**src/rtl/sm3h_pkg.sv**
```systemverilog
package sm3h_pkg;

    // Input operation codes.
    localparam logic [1:0] OP_KEY  = 2'd0;
    localparam logic [1:0] OP_MSG  = 2'd1;
    localparam logic [1:0] OP_FIN  = 2'd2;
    localparam logic [1:0] OP_NONE = 2'd3;

    localparam logic [7:0]  IPAD_BYTE     = 8'h36;
    localparam logic [7:0]  OPAD_BYTE     = 8'h5C;
    localparam logic [7:0]  PAD_MARK_BYTE = 8'h80;
    localparam int          KEY_MAX_DEF   = 64;
    localparam int          BLOCK_BYTES   = 64;
    localparam logic [63:0] INNER_START_BITS = 64'd520;
    localparam logic [63:0] OUTER_BITS       = 64'd768;

    typedef enum logic [3:0] {
        ST_IDLE,
        ST_IKEY_LD,
        ST_IKEY_RUN,
        ST_MSG_LD,
        ST_MSG_RUN,
        ST_PAD_LD,
        ST_PAD_RUN,
        ST_LEN_LD,
        ST_LEN_RUN,
        ST_DIG_WR,
        ST_OKEY_LD,
        ST_OKEY_RUN,
        ST_OPAD_LD,
        ST_OPAD_RUN,
        ST_EMIT
    } state_t;

    function automatic logic [31:0] rotl32(input logic [31:0] x, input logic [4:0] n);
        logic [5:0] back;
        back = 6'd32 - {1'b0, n};
        return (x << n) | (x >> back);
    endfunction

    function automatic logic [31:0] p0(input logic [31:0] x);
        return x ^ rotl32(x, 5'd9) ^ rotl32(x, 5'd17);
    endfunction

    function automatic logic [31:0] p1(input logic [31:0] x);
        return x ^ rotl32(x, 5'd15) ^ rotl32(x, 5'd23);
    endfunction

    function automatic logic [31:0] sm3_iv(input logic [2:0] idx);
        logic [31:0] v;
        unique case (idx)
            3'd0: v = 32'h7380166F;
            3'd1: v = 32'h4914B2B9;
            3'd2: v = 32'h172442D7;
            3'd3: v = 32'hDA8A0600;
            3'd4: v = 32'hA96F30BC;
            3'd5: v = 32'h163138AA;
            3'd6: v = 32'hE38DEE4D;
            default: v = 32'hB0FB0E4E;
        endcase
        return v;
    endfunction

    // Round constant already rotated by the round number.
    function automatic logic [31:0] t_rot(input logic [5:0] j);
        logic [31:0] t;
        t = (j < 6'd16) ? 32'h79CC4519 : 32'h7A879D8A;
        return rotl32(t, j[4:0]);
    endfunction

endpackage

```
**src/rtl/sm3h_core.sv**
```systemverilog
module sm3h_core
    import sm3h_pkg::*;
(
    input  logic        clk,
    input  logic        rst_n,
    input  logic        init,
    input  logic        shift_en,
    input  logic [7:0]  shift_byte,
    input  logic        start,
    output logic        busy,
    output logic        done,
    output logic [31:0] chain [8]
);

    logic [31:0] chain_reg [8];
    logic [31:0] win_reg [16];
    logic [31:0] st_reg [8];
    logic [31:0] st_next [8];
    logic [5:0]  j_reg;
    logic        run_reg;

    logic [31:0] a12, ss1, ss2, ff, gg, tt1, tt2, w_new;

    always_comb
    begin
        a12 = rotl32(st_reg[0], 5'd12);
        ss1 = rotl32(a12 + st_reg[4] + t_rot(j_reg), 5'd7);
        ss2 = ss1 ^ a12;
        if (j_reg < 6'd16)
        begin
            ff = st_reg[0] ^ st_reg[1] ^ st_reg[2];
            gg = st_reg[4] ^ st_reg[5] ^ st_reg[6];
        end
        else
        begin
            ff = (st_reg[0] & st_reg[1]) | (st_reg[0] & st_reg[2]) | (st_reg[1] & st_reg[2]);
            gg = (st_reg[4] & st_reg[5]) | (~st_reg[4] & st_reg[6]);
        end
        tt1 = ff + st_reg[3] + ss2 + (win_reg[0] ^ win_reg[4]);
        tt2 = gg + st_reg[7] + ss1 + win_reg[0];
        st_next[0] = tt1;
        st_next[1] = st_reg[0];
        st_next[2] = rotl32(st_reg[1], 5'd9);
        st_next[3] = st_reg[2];
        st_next[4] = p0(tt2);
        st_next[5] = st_reg[4];
        st_next[6] = rotl32(st_reg[5], 5'd19);
        st_next[7] = st_reg[6];
        w_new = p1(win_reg[0] ^ win_reg[7] ^ rotl32(win_reg[13], 5'd15))
              ^ rotl32(win_reg[3], 5'd7) ^ win_reg[10];
    end

    always_ff @(posedge clk or negedge rst_n)
    begin
        if (!rst_n)
        begin
            run_reg <= 1'b0;
            j_reg   <= '0;
        end
        else if (start)
        begin
            run_reg <= 1'b1;
            j_reg   <= '0;
        end
        else if (run_reg)
        begin
            j_reg <= j_reg + 6'd1;
            if (j_reg == 6'd63)
            begin
                run_reg <= 1'b0;
            end
        end
    end

    always_ff @(posedge clk)
    begin
        if (init)
        begin
            for (int i = 0; i < 8; i++)
            begin
                chain_reg[i] <= sm3_iv(3'(i));
            end
        end
        else if (run_reg && (j_reg == 6'd63))
        begin
            for (int i = 0; i < 8; i++)
            begin
                chain_reg[i] <= chain_reg[i] ^ st_next[i];
            end
        end

        if (start)
        begin
            st_reg <= chain_reg;
        end
        else if (run_reg)
        begin
            st_reg <= st_next;
        end

        // The window holds the 512-bit block as it streams in byte by
        // byte, then slides one expanded word per round.
        if (shift_en)
        begin
            for (int i = 0; i < 15; i++)
            begin
                win_reg[i] <= {win_reg[i][23:0], win_reg[i+1][31:24]};
            end
            win_reg[15] <= {win_reg[15][23:0], shift_byte};
        end
        else if (run_reg)
        begin
            for (int i = 0; i < 15; i++)
            begin
                win_reg[i] <= win_reg[i+1];
            end
            win_reg[15] <= w_new;
        end
    end

    assign busy  = run_reg;
    assign done  = run_reg && (j_reg == 6'd63);
    assign chain = chain_reg;

endmodule

```
**src/rtl/sm3_hmac_engine_top.sv**
```systemverilog
// Channel  | Handshake                   | Payload
// item     | item_valid / item_stall     | op, data_byte
// result   | result_valid / result_stall | digest_word, word_index, status, last_word
//
// A key byte does not hold the item side. Nor does a message byte, except that the
// first one holds it for the keyed ipad block and every 64th for a compression
// (memory streaming including the read latency, then 64 SM3 rounds on the single
// round unit). A finish without error takes three or four compressions, a copy of
// the inner digest into the block memory, then the eight digest words; a finish
// with an error gives a single error word. Reset clears all control state; the
// memories need no clearing pass, since key bytes beyond the fill count read
// as zero.
// item_stall stays high from the cycle after an item that starts work until that
// work is done; for a finish, until its last result word has been taken.
module sm3_hmac_engine_top
    import sm3h_pkg::*;
#(
    parameter int KEY_MAX_BYTES = KEY_MAX_DEF
)
(
    input  logic        clk,
    input  logic        rst_n,
    input  logic        item_valid,
    output logic        item_stall,
    input  logic [1:0]  op,
    input  logic [7:0]  data_byte,
    output logic        result_valid,
    input  logic        result_stall,
    output logic [31:0] digest_word,
    output logic [2:0]  word_index,
    output logic        status,
    output logic        last_word
);

    localparam int KEY_AW = (KEY_MAX_BYTES > 1) ? $clog2(KEY_MAX_BYTES) : 1;

    state_t      state_reg, state_next;
    logic [6:0]  cnt_reg, cnt_next;
    logic [6:0]  key_count_reg, key_count_next;
    logic        key_ovf_reg, key_ovf_next;
    logic        started_reg, started_next;
    logic [63:0] bits_reg, bits_next;
    logic        err_reg, err_next;
    logic [2:0]  widx_reg, widx_next;
    logic        out_vld_reg, out_vld_next;
    logic [31:0] out_word_reg, out_word_next;
    logic        out_last_reg, out_last_next;

    // Key store and block buffer: one write and one registered read a cycle.
    logic [7:0]  key_mem [KEY_MAX_BYTES];
    logic [7:0]  blk_mem [BLOCK_BYTES];
    logic [7:0]  key_q_reg, blk_q_reg;
    logic        key_we, blk_we;
    logic [5:0]  blk_waddr;
    logic [7:0]  blk_wdata;

    logic        in_acc, out_acc, is_load, core_init, core_start, core_shift;
    logic        core_busy, core_done;
    logic [31:0] chain [8];
    logic [5:0]  ld_idx, pos;
    logic [7:0]  ld_byte, len_byte, key_byte, pad_byte;
    logic [31:0] dig_word;
    logic        fin_err;

    assign in_acc  = item_valid && !item_stall;
    assign out_acc = out_vld_reg && !result_stall;
    assign item_stall = (state_reg != ST_IDLE);
    assign pos = bits_reg[8:3];
    assign fin_err = (key_count_reg == 7'd0) || key_ovf_reg || !started_reg;

    assign is_load = (state_reg == ST_IKEY_LD) || (state_reg == ST_MSG_LD)
                  || (state_reg == ST_PAD_LD) || (state_reg == ST_LEN_LD)
                  || (state_reg == ST_OKEY_LD) || (state_reg == ST_OPAD_LD);

    // Read data is registered, so the byte in hand is cnt - 1.
    assign ld_idx   = 6'(cnt_reg - 7'd1);
    assign len_byte = bits_reg[{~ld_idx[2:0], 3'b000} +: 8];
    assign key_byte = (({1'b0, ld_idx} < key_count_reg) ? key_q_reg : 8'h00)
                    ^ ((state_reg == ST_OKEY_LD) ? OPAD_BYTE : IPAD_BYTE);

    always_comb
    begin
        if (ld_idx < pos)
        begin
            pad_byte = blk_q_reg;
        end
        else if (ld_idx == pos)
        begin
            pad_byte = PAD_MARK_BYTE;
        end
        else if ((pos < 6'd56) && (ld_idx >= 6'd56))
        begin
            pad_byte = len_byte;
        end
        else
        begin
            pad_byte = 8'h00;
        end
    end

    always_comb
    begin
        unique case (state_reg)
            ST_IKEY_LD, ST_OKEY_LD: ld_byte = key_byte;
            ST_PAD_LD, ST_OPAD_LD:  ld_byte = pad_byte;
            ST_LEN_LD:              ld_byte = (ld_idx >= 6'd56) ? len_byte : 8'h00;
            default:                ld_byte = blk_q_reg;
        endcase
    end

    assign core_shift = is_load && (cnt_reg != 7'd0);
    assign core_start = is_load && (cnt_reg == 7'd64);
    assign dig_word   = chain[cnt_reg[4:2]];

    // Next state.
    always_comb
    begin
        state_next = state_reg;
        unique case (state_reg)
            ST_IDLE:
            begin
                if (in_acc)
                begin
                    unique case (op)
                        OP_MSG:
                        begin
                            if (!started_reg)
                            begin
                                state_next = ST_IKEY_LD;
                            end
                            else if (pos == 6'd63)
                            begin
                                state_next = ST_MSG_LD;
                            end
                        end
                        OP_FIN:  state_next = fin_err ? ST_EMIT : ST_PAD_LD;
                        default: state_next = ST_IDLE;
                    endcase
                end
            end
            ST_IKEY_LD:  if (core_start) state_next = ST_IKEY_RUN;
            ST_IKEY_RUN: if (core_done) state_next = ST_IDLE;
            ST_MSG_LD:   if (core_start) state_next = ST_MSG_RUN;
            ST_MSG_RUN:  if (core_done) state_next = ST_IDLE;
            ST_PAD_LD:   if (core_start) state_next = ST_PAD_RUN;
            ST_PAD_RUN:
            begin
                if (core_done)
                begin
                    state_next = (pos >= 6'd56) ? ST_LEN_LD : ST_DIG_WR;
                end
            end
            ST_LEN_LD:   if (core_start) state_next = ST_LEN_RUN;
            ST_LEN_RUN:  if (core_done) state_next = ST_DIG_WR;
            ST_DIG_WR:   if (cnt_reg == 7'd31) state_next = ST_OKEY_LD;
            ST_OKEY_LD:  if (core_start) state_next = ST_OKEY_RUN;
            ST_OKEY_RUN: if (core_done) state_next = ST_OPAD_LD;
            ST_OPAD_LD:  if (core_start) state_next = ST_OPAD_RUN;
            ST_OPAD_RUN: if (core_done) state_next = ST_EMIT;
            ST_EMIT:
            begin
                if (out_acc && out_last_reg)
                begin
                    state_next = ST_IDLE;
                end
            end
            default:     state_next = ST_IDLE;
        endcase
    end

    // Datapath controls and register updates.
    always_comb
    begin
        key_count_next = key_count_reg;
        key_ovf_next   = key_ovf_reg;
        started_next   = started_reg;
        bits_next      = bits_reg;
        err_next       = err_reg;
        widx_next      = widx_reg;
        out_vld_next   = out_vld_reg;
        out_word_next  = out_word_reg;
        out_last_next  = out_last_reg;
        key_we         = 1'b0;
        blk_we         = 1'b0;
        blk_waddr      = pos;
        blk_wdata      = data_byte;
        core_init      = 1'b0;
        cnt_next       = ((is_load || (state_reg == ST_DIG_WR)) && (state_next == state_reg))
                       ? cnt_reg + 7'd1 : 7'd0;

        unique case (state_reg)
            ST_IDLE:
            begin
                if (in_acc && (op == OP_KEY) && !started_reg)
                begin
                    if (key_count_reg < 7'(KEY_MAX_BYTES))
                    begin
                        key_we         = 1'b1;
                        key_count_next = key_count_reg + 7'd1;
                    end
                    else
                    begin
                        key_ovf_next = 1'b1;
                    end
                end
                else if (in_acc && (op == OP_MSG))
                begin
                    blk_we = 1'b1;
                    if (!started_reg)
                    begin
                        blk_waddr    = 6'd0;
                        bits_next    = INNER_START_BITS;
                        started_next = 1'b1;
                        core_init    = 1'b1;
                    end
                    else
                    begin
                        bits_next = bits_reg + 64'd8;
                    end
                end
                else if (in_acc && (op == OP_FIN))
                begin
                    err_next  = fin_err;
                    widx_next = 3'd0;
                end
            end
            ST_DIG_WR:
            begin
                blk_we    = 1'b1;
                blk_waddr = {1'b0, cnt_reg[4:0]};
                blk_wdata = dig_word[{~cnt_reg[1:0], 3'b000} +: 8];
                if (cnt_reg == 7'd31)
                begin
                    core_init = 1'b1;
                    bits_next = OUTER_BITS;
                end
            end
            ST_EMIT:
            begin
                if (!out_vld_reg)
                begin
                    out_vld_next  = 1'b1;
                    out_word_next = err_reg ? 32'd0 : chain[widx_reg];
                    out_last_next = err_reg || (widx_reg == 3'd7);
                end
                else if (out_acc)
                begin
                    out_vld_next = 1'b0;
                    widx_next    = widx_reg + 3'd1;
                    if (out_last_reg)
                    begin
                        key_count_next = 7'd0;
                        key_ovf_next   = 1'b0;
                        started_next   = 1'b0;
                        bits_next      = 64'd0;
                        err_next       = 1'b0;
                        widx_next      = 3'd0;
                        core_init      = 1'b1;
                    end
                end
            end
            default:
            begin
                blk_we = 1'b0;
            end
        endcase
    end

    always_ff @(posedge clk or negedge rst_n)
    begin
        if (!rst_n)
        begin
            state_reg     <= ST_IDLE;
            cnt_reg       <= '0;
            key_count_reg <= '0;
            key_ovf_reg   <= 1'b0;
            started_reg   <= 1'b0;
            bits_reg      <= '0;
            err_reg       <= 1'b0;
            widx_reg      <= '0;
            out_vld_reg   <= 1'b0;
            out_last_reg  <= 1'b0;
        end
        else
        begin
            state_reg     <= state_next;
            cnt_reg       <= cnt_next;
            key_count_reg <= key_count_next;
            key_ovf_reg   <= key_ovf_next;
            started_reg   <= started_next;
            bits_reg      <= bits_next;
            err_reg       <= err_next;
            widx_reg      <= widx_next;
            out_vld_reg   <= out_vld_next;
            out_last_reg  <= out_last_next;
        end
    end

    always_ff @(posedge clk)
    begin
        out_word_reg <= out_word_next;
    end

    always_ff @(posedge clk)
    begin
        if (key_we)
        begin
            key_mem[key_count_reg[KEY_AW-1:0]] <= data_byte;
        end
        key_q_reg <= key_mem[cnt_reg[KEY_AW-1:0]];
    end

    always_ff @(posedge clk)
    begin
        if (blk_we)
        begin
            blk_mem[blk_waddr] <= blk_wdata;
        end
        blk_q_reg <= blk_mem[cnt_reg[5:0]];
    end

    sm3h_core u_core
    (
        .clk        (clk),
        .rst_n      (rst_n),
        .init       (core_init),
        .shift_en   (core_shift),
        .shift_byte (ld_byte),
        .start      (core_start),
        .busy       (core_busy),
        .done       (core_done),
        .chain      (chain)
    );

    assign result_valid = out_vld_reg;
    assign digest_word  = out_word_reg;
    assign word_index   = err_reg ? 3'd0 : widx_reg;
    assign status       = err_reg;
    assign last_word    = out_last_reg;

    // A word on the result side means the item side is held off.
    a_result_blocks_items: assert property (@(posedge clk) disable iff (!rst_n)
        result_valid |-> item_stall)
        else $error("result word shown while items are accepted");

    // The round unit only runs while the block is busy.
    a_core_busy_stalls: assert property (@(posedge clk) disable iff (!rst_n)
        core_busy |-> item_stall)
        else $error("round unit running while idle");

    // An error result is a single word.
    a_error_single: assert property (@(posedge clk) disable iff (!rst_n)
        (result_valid && status) |-> (last_word && (word_index == 3'd0)))
        else $error("error result not a single final word");

    // The key fill count never passes the store depth.
    a_key_count_bound: assert property (@(posedge clk) disable iff (!rst_n)
        key_count_reg <= 7'(KEY_MAX_BYTES))
        else $error("key fill count beyond store depth");

endmodule

```
**config.mk**
```make
export PLATFORM = sky130hd
export DESIGN_NAME = sm3_hmac_engine_top
export DESIGN_NICKNAME = d
export VERILOG_FILES = /design/src/rtl/sm3h_pkg.sv /design/src/rtl/sm3h_core.sv /design/src/rtl/sm3_hmac_engine_top.sv
export SDC_FILE = /design/constraint.sdc
export NUM_CORES = 2
export LEC_CHECK = 0
export BUFFER_PORTS_ARGS = -buffer_cell sky130_fd_sc_hd__buf_2
export CORE_ASPECT_RATIO = 0.7
export CORE_MARGIN = 10
export CORE_UTILIZATION = 39
export CTS_BUF_LIST = sky130_fd_sc_hd__clkbuf_8
export DETAILED_ROUTE_END_ITERATION = 7
export HOLD_SLACK_MARGIN = 0.05
export REMOVE_ABC_BUFFERS = 1
export SYNTH_ARGS = -nofsm -noshare
export SYNTH_HDL_FRONTEND = slang
export SYNTH_SLANG_ARGS = --single-unit
```
**constraint.sdc**
```tcl
create_clock -name clk -period 46.6 [get_ports clk]
set_input_delay 9.32 -clock clk [delete_from_list [all_inputs] [get_ports clk]]
set_output_delay 9.32 -clock clk [all_outputs]
set_load 0.03 [all_outputs]
```
==> results.sh <==
export IMPL_synth_common_cells="edfxtp_1 (1,824), nand2_1 (1,612), nor2_1 (600)"
export IMPL_critPathSlowestCell="nor4_2"
export IMPL_min_path_type="register to register"
export IMPL_power_internal_mw=3.52
export IMPL_path_buf_inv=2
export IMPL_rsz0062_at_grt="false"
export IMPL_synthFlopType="edfxtp_1"
export IMPL_start_util=0.391
export IMPL_crit_required_ns=37.28
export IMPL_synth_area_mm2=0.109
export IMPL_dp_hpwl_um=227000
export IMPL_slew_violations=0
export IMPL_seqPwrFrac=0.476
export IMPL_max_stage_delay_ns=0.73
export IMPL_io_pins=53
export IMPL_finalSetupTns_ns=0
export IMPL_drtAntennaViolNets=0
export IMPL_grt_use_total=0.213
export IMPL_crit_chain="nor4_2 -> inv_1 -> buf_2"
export IMPL_routed_wl_um=331000
export IMPL_area_delta_synth_final_pct=9.92
export IMPL_p_leak_nw=41.6
export IMPL_drt_vias_per_instance=5.69
export IMPL_synth_top_area_cell="edfxtp_1"
export IMPL_grt_pass1_vias=66400
export IMPL_numPortBuffers=52
export IMPL_cts_root_buf="clkbuf_8"
export IMPL_firstDrtPassIters=6
export IMPL_hold_worst_slack_ns=0.518
export IMPL_cts_buffers=332
export IMPL_yosysMostFrequentCell="edfxtp_1"
export IMPL_synth_area_leaders="edfxtp_1 (50%), mux4_2 (10%), nand2_1 (5.6%)"
export IMPL_grt_pass1_wl_um=478000
export IMPL_yosysUniqueCellTypes=97
export IMPL_clk_path_buf_depth=4
export IMPL_period_share=0.262
export IMPL_grt_max_degree=193
export IMPL_ir_worst_vdd_mv=0.0284
export IMPL_die_area_mm2=0.301
export IMPL_synth_area_per_cell_um2=13.1
export IMPL_crit_family="simple AND/OR/NAND/NOR gates"
export IMPL_die_h_um=462
export IMPL_cts_post_setup_buffers_inserted=0
export IMPL_synth_top_cell_area_share=0.504
export IMPL_async_flop_share=0.0429
export IMPL_startpoint_type="register"
export IMPL_ctsResizeCount=0
export IMPL_num_rows=162
export IMPL_status="finished clean"
export IMPL_seq_area_frac_synth=0.575
export IMPL_cts_tree="yes"
export IMPL_relSlewSlack=0.0927
export IMPL_worst_pin_slew_ns=1.36
export IMPL_gp_congestion=0.963
export IMPL_coreArea_mm2=0.278
export IMPL_max_clock_freq_ghz=0.0819
export IMPL_ys_seq_elements=2190
export IMPL_ys_warn_count=0
export IMPL_combPwrFrac=0.210
export IMPL_p_sw_frac=0.313
export IMPL_final_layout_size_suffix_gt1_frac=0.173
export IMPL_cap_violations=0
export IMPL_wl_per_cell_um=26.9
export IMPL_end_kind="primary output"
export IMPL_final_setup_skew_ns=0.0966
export IMPL_grt_overflow=0
export IMPL_antenna_found_initial=15
export IMPL_cellPowerDensity_mw_per_mm2=42.9
export IMPL_drc=0
export IMPL_worstSkewPairLatency_ns=1.01
export IMPL_clock_power_share=0.314
export IMPL_drtIter0Drc=9883
export IMPL_die_w_um=651
export IMPL_ctsHoldBuffers=0
export IMPL_htree_num_levels=5
export IMPL_setup_viol=0
export IMPL_final_nets=8708
export IMPL_clock_sinks=2190
export IMPL_hold_viol=0
export IMPL_synth_edff_count=1824
export IMPL_fin_crit_ns=12.21
export IMPL_dr_total_vias=70200
export IMPL_critPathArrivalTime_ns=2.89
export IMPL_path_max_fanout=16
export IMPL_path_class="register to primary output"
export IMPL_clkTransAtPathRegs_ns=0.06
export IMPL_synthesis_instances=8320
export IMPL_switching_power_mw=1.61
[cells by family (layout without fill, tap and decap cells)]
family	after synthesis	in the layout	synth area share
buffers and inverters	736	1061	0.0255
AND/OR/NAND/NOR	2570	2570	0.0961
XOR/XNOR	702	702	0.0582
multiplexers	938	938	0.147
flip-flops	2190	2190	0.575
AO/OA/AOI/OAI	872	872	0.0492
other	0	7	0
adder cells (fa/ha/maj)	312	312	0.0488
[layout by cell type, fill, tap and decap left out, drive strengths merged, types with 94 or more instances in the layout]
| cell | n |
|---|---|
| a21oi | 213 |
| buf | 156 |
| clkbuf | 346 |
| clkinv | 118 |
| dfrtp | 94 |
| dfxtp | 272 |
| edfxtp | 1824 |
| fa | 188 |
| ha | 122 |
| inv | 406 |
| mux2 | 332 |
| mux2i | 112 |
| mux4 | 494 |
| nand2 | 1612 |
| nor2 | 601 |
| o21ai | 314 |
| xnor2 | 345 |
| xor2 | 345 |
[layer usage]
| layer | vias up | part of all wire | track usage |
|---|---|---|---|
| met5 | - | 0.00020 | 0 |
| met2 | 3781 | 0.41 | 0.293 |
| met3 | 500 | 0.12 | 0.0622 |
| met4 | 10 | 0.026 | 0.0543 |
| li1 | 30200 | - | - |
| met1 | 35700 | 0.45 | 0.327 |
[worst register-to-register path, delay by kind of cell (launching register included)]
kind            cells  cell delay (ns)
compound gates     15             3.89
xor+xnor            3             0.88
fa+ha+maj           7             3.36
buf+inv             4             1.60
flops               1             0.32
mux                 3             0.73
simple gates        5             1.30
[cell type report]
| type | instances | area [um2] |
|---|---|---|
| Fill cell | 25200 | 158000 |
| Inverter | 310 | 1170 |
| Antenna cell | 7 | 17.5 |
| Clock buffer | 346 | 4760 |
| Tap cell | 3690 | 4620 |
| Timing Repair Buffer | 156 | 1110 |
| Sequential cell | 2190 | 62600 |
| Clock inverter | 249 | 1660 |
| Multi-Input combinational cell | 5394 | 43600 |
[stage by stage]
step | cells | setup slack (ns) | power [mW] | area (um2) | util
2_1_floorplan | 7894 | 9.51 | 3.17 | 107000 | -
3_3_place_gp | 11700 | 33.58 | 3.51 | 113000 | 0.407
3_5_place_dp | 11700 | 33.57 | 3.52 | 113000 | 0.407
4_1_cts | 12300 | 34.34 | 5.12 | 120000 | 0.430
5_1_grt | 12300 | 33.97 | 5.32 | 120000 | 0.430
6_report | 12300 | 34.39 | 5.13 | 120000 | 0.430
[final timing paths]
check | to | cells past startpoint | start | slack (ns)
max in group asynchronous | cnt_reg[1]$_DFF_PN0_ | 2 | rst_n | 36.80
worst min register to register | u_core.chain[255]$_SDFFE_PP0P_ | 2 | u_core.chain[255]$_SDFFE_PP0P_ | 0.52
worst min-delay path | u_core.chain[255]$_SDFFE_PP0P_ | 2 | u_core.chain[255]$_SDFFE_PP0P_ | 0.52
worst max-delay path | item_stall | 3 | state_reg[2]$_DFF_PN0_ | 34.39
worst max register to register | u_core.chain[255]$_SDFFE_PP0P_ | 37 | u_core.j_reg[1]$_DFFE_PN0P_ | 34.53
min in group asynchronous | key_count_reg[4]$_DFFE_PN0P_ | 1 | rst_n | 8.23
[power by group through the flow]
stage	Sequential (mW)	Clock (mW)	Combinational, mW
2_1_floorplan	2.47	0	0.703
3_3_place_gp	2.47	0	1.04
3_5_place_dp	2.48	0	1.05
4_1_cts	2.44	1.63	1.06
5_1_grt	2.45	1.72	1.15
6_report	2.44	1.61	1.08
No activity file was read; power rests on OpenSTA's default activity.
